<file path="src/hw/rtl/iblt_pkg.sv">
// ----------------------------------------------------------------------------
// IMU bias correction and tilt: shared types and constants
// Datapath widths, the CORDIC vector type and the arctangent table.
// ----------------------------------------------------------------------------
package iblt_pkg;

    localparam int RAW_W    = 16;
    localparam int AXIS_W   = 17;
    localparam int ANGLE_W  = 16;
    localparam int CORD_W   = 28;
    localparam int ZACC_W   = 26;
    localparam int TBL_LEN  = 24;
    localparam int NUM_REGS = 6;
    localparam int CFG_IDX_W = 3;

    localparam logic signed [ZACC_W-1:0] HALF_TURN = 26'sd5898240;
    localparam logic signed [17:0]       ANG_LIMIT = 18'sd23040;
    localparam logic signed [17:0]       INV_GAIN  = 18'sd39797;

    typedef enum logic [CFG_IDX_W-1:0] {
        REG_ACCEL_BIAS_X = 3'd0,
        REG_ACCEL_BIAS_Y = 3'd1,
        REG_ACCEL_BIAS_Z = 3'd2,
        REG_GYRO_BIAS_X  = 3'd3,
        REG_GYRO_BIAS_Y  = 3'd4,
        REG_GYRO_BIAS_Z  = 3'd5
    } cfg_reg_t;

    typedef struct packed {
        logic signed [CORD_W-1:0] x;
        logic signed [CORD_W-1:0] y;
        logic signed [ZACC_W-1:0] z;
    } cordic_vec_t;

    // atan(2^-i) in degrees times 32768, rounded to nearest.
    localparam logic signed [ZACC_W-1:0] ATAN_TBL [TBL_LEN] = '{
        26'sd1474560, 26'sd870484, 26'sd459940, 26'sd233473, 26'sd117189,
        26'sd58652, 26'sd29333, 26'sd14667, 26'sd7334, 26'sd3667, 26'sd1833,
        26'sd917, 26'sd458, 26'sd229, 26'sd115, 26'sd57, 26'sd29, 26'sd14,
        26'sd7, 26'sd4, 26'sd2, 26'sd1, 26'sd0, 26'sd0
    };

    // Round an angle in 1/32768 degree to 1/128 degree and saturate.
    function automatic logic signed [ANGLE_W-1:0] to_angle(
        input logic signed [ZACC_W-1:0] z
    );
        logic signed [ZACC_W:0] sum;
        logic signed [17:0]     a;
        sum = {z[ZACC_W-1], z} + (ZACC_W+1)'(128);
        a   = 18'(sum >>> 8);
        if (a > ANG_LIMIT)
        begin
            a = ANG_LIMIT;
        end
        else if (a < -ANG_LIMIT)
        begin
            a = -ANG_LIMIT;
        end
        return a[ANGLE_W-1:0];
    endfunction

endpackage

</file>
<file path="src/hw/rtl/iblt_cordic_cell.sv">
// ----------------------------------------------------------------------------
// CORDIC vectoring cell
// One micro-rotation toward y = 0 with a fixed shift, registered, carrying a
// side word along with the vector.
// ----------------------------------------------------------------------------
module iblt_cordic_cell
    import iblt_pkg::*;
#(
    parameter int SHIFT  = 0,
    parameter int SIDE_W = 1
)
(
    input  logic              clk,
    input  logic              rst_n,
    input  logic              en,
    input  logic              in_valid,
    input  cordic_vec_t       in_vec,
    input  logic [SIDE_W-1:0] in_side,
    output logic              out_valid,
    output cordic_vec_t       out_vec,
    output logic [SIDE_W-1:0] out_side
);

    logic              valid_reg;
    cordic_vec_t       vec_reg;
    cordic_vec_t       vec_next;
    logic [SIDE_W-1:0] side_reg;

    always_comb
    begin
        if (!in_vec.y[CORD_W-1])
        begin
            vec_next.x = in_vec.x + (in_vec.y >>> SHIFT);
            vec_next.y = in_vec.y - (in_vec.x >>> SHIFT);
            vec_next.z = in_vec.z + ATAN_TBL[SHIFT];
        end
        else
        begin
            vec_next.x = in_vec.x - (in_vec.y >>> SHIFT);
            vec_next.y = in_vec.y + (in_vec.x >>> SHIFT);
            vec_next.z = in_vec.z - ATAN_TBL[SHIFT];
        end
    end

    always_ff @(posedge clk or negedge rst_n)
    begin
        if (!rst_n)
        begin
            valid_reg <= 1'b0;
        end
        else if (en)
        begin
            valid_reg <= in_valid;
        end
    end

    always_ff @(posedge clk)
    begin
        if (en)
        begin
            vec_reg  <= vec_next;
            side_reg <= in_side;
        end
    end

    assign out_valid = valid_reg;
    assign out_vec   = vec_reg;
    assign out_side  = side_reg;

endmodule

</file>
<file path="src/hw/rtl/iblt_cordic_chain.sv">
// ----------------------------------------------------------------------------
// CORDIC vectoring chain
// A row of STAGES cells, one shift each, that hand the vector on every cycle while en is high.
// ----------------------------------------------------------------------------
module iblt_cordic_chain
    import iblt_pkg::*;
#(
    parameter int STAGES = 16,
    parameter int SIDE_W = 1
)
(
    input  logic              clk,
    input  logic              rst_n,
    input  logic              en,
    input  logic              in_valid,
    input  cordic_vec_t       in_vec,
    input  logic [SIDE_W-1:0] in_side,
    output logic              out_valid,
    output cordic_vec_t       out_vec,
    output logic [SIDE_W-1:0] out_side
);

    logic              valid_w [STAGES+1];
    cordic_vec_t       vec_w   [STAGES+1];
    logic [SIDE_W-1:0] side_w  [STAGES+1];

    assign valid_w[0] = in_valid;
    assign vec_w[0]   = in_vec;
    assign side_w[0]  = in_side;

    for (genvar i = 0; i < STAGES; i++)
    begin : g_cell
        iblt_cordic_cell #(
            .SHIFT  (i),
            .SIDE_W (SIDE_W)
        ) u_cell (
            .clk       (clk),
            .rst_n     (rst_n),
            .en        (en),
            .in_valid  (valid_w[i]),
            .in_vec    (vec_w[i]),
            .in_side   (side_w[i]),
            .out_valid (valid_w[i+1]),
            .out_vec   (vec_w[i+1]),
            .out_side  (side_w[i+1])
        );
    end

    assign out_valid = valid_w[STAGES];
    assign out_vec   = vec_w[STAGES];
    assign out_side  = side_w[STAGES];

endmodule

</file>
<file path="config.mk">
export PLATFORM = sky130hd
export DESIGN_NAME = iblt_cordic_chain
export DESIGN_NICKNAME = d
export VERILOG_FILES = /design/src/hw/rtl/iblt_pkg.sv /design/src/hw/rtl/iblt_cordic_cell.sv /design/src/hw/rtl/iblt_cordic_chain.sv
export SDC_FILE = /design/constraint.sdc
export NUM_CORES = 2
export LEC_CHECK = 0
export BUFFER_PORTS_ARGS = -buffer_cell sky130_fd_sc_hd__buf_2
export CORE_MARGIN = 1
export CORE_UTILIZATION = 49
export DETAILED_ROUTE_END_ITERATION = 8
export PLACE_DENSITY = 0.77
export SLEW_MARGIN = 20
export SYNTH_ARGS = -nofsm -noshare
export SYNTH_HDL_FRONTEND = slang
export SYNTH_SLANG_ARGS = --single-unit
</file>
<file path="constraint.sdc">
create_clock -name clk -period 6.45 [get_ports clk]
set_clock_uncertainty 0.2 [all_clocks]
set_input_delay 0.645 -clock clk [delete_from_list [all_inputs] [get_ports clk]]
set_output_delay 0.645 -clock clk [all_outputs]
set_load 0.05 [all_outputs]
</file>
; ---- After elaboration in Yosys (flattened, before gate mapping)
; Index checks and enable logic that the tools add are counted.
[classes]
n_addsub = 95
mux = 16
[op_table]
columns = cell, count
row1 = 82-bit two-way mux, 16
row2 = 28-bit by 13-bit adder with 28-bit output, 2
row3 = 28-bit by 14-bit adder with 28-bit output, 2
row4 = 28-bit by 15-bit adder with 28-bit output, 2
row5 = 28-bit by 16-bit adder with 28-bit output, 2
row6 = 28-bit by 17-bit adder with 28-bit output, 2
row7 = 28-bit by 18-bit adder with 28-bit output, 2
row8 = 28-bit by 19-bit adder with 28-bit output, 2
row9 = 28-bit by 20-bit adder with 28-bit output, 2
row10 = 28-bit by 21-bit adder with 28-bit output, 2
row11 = 28-bit by 22-bit adder with 28-bit output, 2
row12 = 28-bit by 23-bit adder with 28-bit output, 2
row13 = 28-bit by 24-bit adder with 28-bit output, 2
row14 = 28-bit by 25-bit adder with 28-bit output, 2
row15 = 28-bit by 26-bit adder with 28-bit output, 2
row16 = 28-bit by 27-bit adder with 28-bit output, 2
row17 = 28-bit by 13-bit subtractor with 28-bit output, 2
row18 = 28-bit by 14-bit subtractor with 28-bit output, 2
row19 = 28-bit by 15-bit subtractor with 28-bit output, 2
row20 = 28-bit by 16-bit subtractor with 28-bit output, 2
row21 = 28-bit by 17-bit subtractor with 28-bit output, 2
row22 = 28-bit by 18-bit subtractor with 28-bit output, 2
row23 = 28-bit by 19-bit subtractor with 28-bit output, 2
row24 = 28-bit by 20-bit subtractor with 28-bit output, 2
row25 = 41 further kinds, 49
[totals]
ff_bits = 1344
in_bits = 87
out_inout_bits = 84
wordCells = 191

; ---- Depth between registers and ports, before layout
[logic_depth]
word_depth = 2
ltp_mapped = 20
depth_no_buf = 19

; ---- Modules after synthesis
; Synthesis repeated with hierarchy kept, for this count alone.
[unflattened]
cells_unflattened = 12876
area_unflattened_um2 = 120165.2
[by_module_without_submodules]
columns = mod, n_inst, cells_per_inst, area_per_inst_um2, seq_area_each_um2
row1 = iblt_cordic_cell (g_cell[4].u_cell), 1, 875, 7873.8, 2517.4
row2 = iblt_cordic_cell (g_cell[0].u_cell), 1, 816, 7719.9, 2487.4
row3 = iblt_cordic_cell (g_cell[6].u_cell), 1, 837, 7701.1, 2517.4
row4 = iblt_cordic_cell (g_cell[2].u_cell), 1, 837, 7647.3, 2517.4
row5 = iblt_cordic_cell (g_cell[1].u_cell), 1, 830, 7612.3, 2517.4
row6 = iblt_cordic_cell (g_cell[15].u_cell), 1, 829, 7607.3, 2517.4
row7 = iblt_cordic_cell (g_cell[8].u_cell), 1, 833, 7562.3, 2517.4
row8 = iblt_cordic_cell (g_cell[3].u_cell), 1, 807, 7554.7, 2517.4
row9 = iblt_cordic_cell (g_cell[12].u_cell), 1, 789, 7445.9, 2517.4
row10 = iblt_cordic_cell (g_cell[5].u_cell), 1, 790, 7419.6, 2517.4
row11 = iblt_cordic_cell (g_cell[14].u_cell), 1, 784, 7385.8, 2517.4
row12 = iblt_cordic_cell (g_cell[7].u_cell), 1, 780, 7363.3, 2517.4
row13 = iblt_cordic_cell (g_cell[9].u_cell), 1, 759, 7359.6, 2517.4
row14 = iblt_cordic_cell (g_cell[13].u_cell), 1, 789, 7357.1, 2517.4
row15 = +2 rows, -, -, -, -

; ---- Worst setup path before layout
; No wires, ideal clock.
[synth_timing]
path_kind = reg2reg
start = reg g_cell[6].u_cell.vec_reg (netlist bit g_cell[6].u_cell.out_vec[63])
end = reg g_cell[7].u_cell.vec_reg (netlist bit g_cell[7].u_cell.out_vec[53]) (data pin)
setup_time_ns = 0.259
t_arrival_ns = 4.169
t_required_ns = 5.991
setup_slack_ns = 1.822
stages_incl_launch_ff = 19
n_path_buf = 0
synth_period_minus_slack_ns = 4.628
path_cell_list = edfxtp_1 nor3_1 nand2b_1 or3_1 or3_1 nor4_1 nor2_1 xnor2_1 ha_1 a21oi_1 nor2b_1 o21ai_0 nand2b_1 a221o_1 a31oi_1 o21ai_0 o21a_1 o2111a_1 a211o_1
[synth_rtl]
columns = element, line_no
row1 = "start, declared", iblt_cordic_cell.sv:25  ; cordic_vec_t vec_reg;
row2 = "start signal, assigned", iblt_cordic_cell.sv:61  ; vec_reg <= vec_next;
row3 = "end signal, assigned", iblt_cordic_cell.sv:61
row4 = "end, declared", iblt_cordic_cell.sv:25

==> flow_summary.json <==
{
  "hold_depth": 3,
  "synth_edf_count": 1327,
  "cp-start-kind": "register",
  "min_path_type": "input pin to register",
  "crit_path_end": "g_cell[9].u_cell.out_vec[53]$_DFFE_PP_",
  "design_area_um2": 123000,
  "netlist_instances": 11777,
  "yosysMostFrequentCell": "ha_1",
  "ff2ff_setup_slack_ps": 1190,
  "tightest_slew_ps": 1156,
  "synth_warnings": 0,
  "crit_fanout": 5,
  "max_freq_ghz": 0.1900,
  "worstPathRequired_ps": 6760,
  "route.detailed.drc": 0,
  "core-area_um2": 228200,
  "r2r_end": "g_cell[9].u_cell.out_vec[53]$_DFFE_PP_",
  "startpoint": "g_cell[8].u_cell.out_vec[63]$_DFFE_PP_",
  "placed_cell_area_um2": 117300,
  "cp_common_cell": "a21o_1",
  "fp.dieH_um": 482.0,
  "die_width_um": 482.0,
  "clkTransAtPathRegs_ps": 70,
  "root_buffer": "clkbuf_16",
  "synth_area_um2": 112900,
  "tns_ps": 0,
  "h-tree-depth": 4,
  "seq_area_frac_synth": 0.3566,
  "cts_buffers": 158,
  "worstSetupPathType": "register to register",
  "cts_buffer_depth": 3,
  "drt_iter0_drc": 6301,
  "rsz0062_at_grt": "false",
  "fillers": 19890,
  "synth_seq_cells": 1343,
  "area_delta_synth_final_pct": 8.973,
  "grt_max_degree": 187,
  "rows": 175,
  "end_kind": "register",
  "hold_violations": 0,
  "clk_latency_ps": 820,
  "async_flop_share": 0.01191,
  "maxSlewViolCount": 0,
  "synth_fp_nets": 13255,
  "slew_headroom": 0.2290,
  "worstPathCellList": "inv_1 > ha_1 > nand2b_1 > or4_1 > nor3b_1 > a21oi_1 > xor2_1 > ha_1 > a21o_1 > a21o_1 > a21o_1 > a21o_1 > a21o_1 > nor3_1 > a2111oi_0 > a221oi_1 > o21ai_0 > a21oi_1 > xnor2_1",
  "nNetsFinal": 13489,
  "ios": 171,
  "viasPerCell": 5.808,
  "vias": 88003,
  "timing.reg2reg.worst_path_depth": 19,
  "first_global_vias": 83120,
  "grt_overflow_total": 0,
  "numPortBuffers": 170,
  "r2r-start": "g_cell[8].u_cell.out_vec[63]$_DFFE_PP_",
  "synth_ff_type": "edfxtp_1",
  "start_util": 0.4948,
  "cts.sinks": 1343,
  "ant_nets": 0,
  "wire_per_inst_um": 17.09,
  "critPathArrivalTime_ps": 5570,
  "status": "completed",
  "drv_cap": 0,
  "synth_area_leaders": "edfxtp_1, ha_1, xnor2_1, a21oi_1, xor2_1",
  "yosysTopAreaCell": "edfxtp_1",
  "hpwl_um": 199200,
  "whs_ps": 88.89,
  "grt_usage": 0.2174,
  "design.die.area_um2": 232300,
  "avgSynthCellArea_um2": 9.585,
  "place.gp.congestion": 0.9416,
  "post_cts_buffers": 0,
  "synth_top_area_share": 0.3530,
  "setup_violations": 0,
  "synthTopCellsByCount": "ha_1, edfxtp_1, a21oi_1",
  "min_period_ps": 5262,
  "fin_crit_sh": 0.8158,
  "ys_types": 107,
  "firstDrtPassIters": 6,
  "antenna_found_initial": 2,
  "grt_pass1_wl_um": 419500,
  "critical-path-slowest-cell": "nor3b_1",
  "routed_wl_um": 258900,
  "drive_above_1_share": 0.05428,
  "critPathMaxStageDelay_ps": 550,
  "cts-resized-gates": 0,
  "cts_tree": "yes"
}
[per-layer routing]
metal	track usage	wire length, um	up-vias
met5	0	0	-
met4	0.08199	9411	0
met3	0.02627	12170	498
met2	0.3847	126600	2161
met1	0.2694	110700	41473
li1	-	-	43871
[cell families after synthesis]
| logic type | synth area share |
|---|---|
| muxes | 0.007604 |
| xor gates and xnor gates | 0.1251 |
| DFF | 0.3566 |
| and+or+nand+nor | 0.1410 |
| buffers and inverters | 0.02529 |
| AOI/OAI and AO/OA | 0.1870 |
| adders and majority gates | 0.1574 |
[how the worst min path moves through the flow]
stage                                        start                                endpoint  slack [ps]
5_1_grt                                 in_vec[25]  g_cell[0].u_cell.out_vec[25]$_DFFE_PP_          60
3_5_place_dp   g_cell[1].u_cell.out_side$_DFFE_PP_     g_cell[2].u_cell.out_side$_DFFE_PP_         200
4_1_cts                                 in_vec[25]  g_cell[0].u_cell.out_vec[25]$_DFFE_PP_          20
2_1_floorplan                                rst_n  g_cell[0].u_cell.out_valid$_DFFE_PN0P_         150
3_3_place_gp   g_cell[2].u_cell.out_side$_DFFE_PP_     g_cell[3].u_cell.out_side$_DFFE_PP_         200
6_report                                in_vec[25]  g_cell[0].u_cell.out_vec[25]$_DFFE_PP_          90
[timing repair]
item                                   CTS  global route
hold buffers                            20             0
setup endpoints to repair                0             0
endpoints found under the hold margin   36             0
[critical path: cells and delay by family (launching register included)]
kind	cells	cell delay [ps]
xor gates and xnor gates	2	280
buffers and inverters	1	90
AOI/OAI and AO/OA	10	2120
and+or+nand+nor	4	1290
DFF	1	430
adders and majority gates	2	530
[flip-flops by register name (all words and copies together) (netlist names)]
register / cells
g_cell.u_cell.out_side: 16
g_cell.u_cell.out_valid: 16
g_cell.u_cell.out_vec: 1311
[layout by cell type (no fill, tap or decap), types with 48 or more instances in the layout]
| cell type | instances |
|---|---|
| o31ai_1 | 52 |
| nand2b_1 | 172 |
| nand2_1 | 589 |
| a21oi_1 | 1211 |
| o21bai_1 | 158 |
| buf_2 | 169 |
| xnor2_1 | 1071 |
| edfxtp_1 | 1327 |
| or2_2 | 48 |
| nor2b_1 | 231 |
| clkbuf_16 | 159 |
| xor2_1 | 539 |
| or3_1 | 86 |
| a21o_1 | 462 |
| fa_1 | 49 |
| nand3_1 | 213 |
| nor4_1 | 97 |
| a211oi_1 | 90 |
| ha_1 | 1342 |
| a31oi_1 | 125 |
| nor3_1 | 356 |
| inv_1 | 585 |
| nand4_1 | 58 |
| and3_1 | 117 |
| nor2_1 | 1100 |
| and2_1 | 72 |
| o21a_1 | 174 |
| o211ai_1 | 50 |
| o21ai_0 | 520 |
[layout make-up]
cell class                      instances  area, um2  area share
Tap cell                             3009       3765     0.03061
Sequential cell                      1343      40250      0.3272
Antenna cell                            2      5.005  0.00004069
Timing Repair Buffer                  240       1529     0.01243
Clock inverter                        115       1413     0.01148
Multi-Input combinational cell       9676      69790      0.5673
Clock buffer                          175       4039     0.03283
Inverter                              592       2222     0.01806
[through the flow]
stage / utilization / cells / worst slack, ps
after floorplan: - / 11777 / 1822
after global placement: 0.5143 / 14840 / 1198
after detailed placement: 0.5143 / 14840 / 1280
after CTS: 0.5391 / 15150 / 1252
after global routing: 0.5392 / 15152 / 769.7
final: 0.5392 / 15152 / 1188
Power is not shown: default switching activity piles up to over one toggle a cycle in this logic, so the estimate is an artifact.
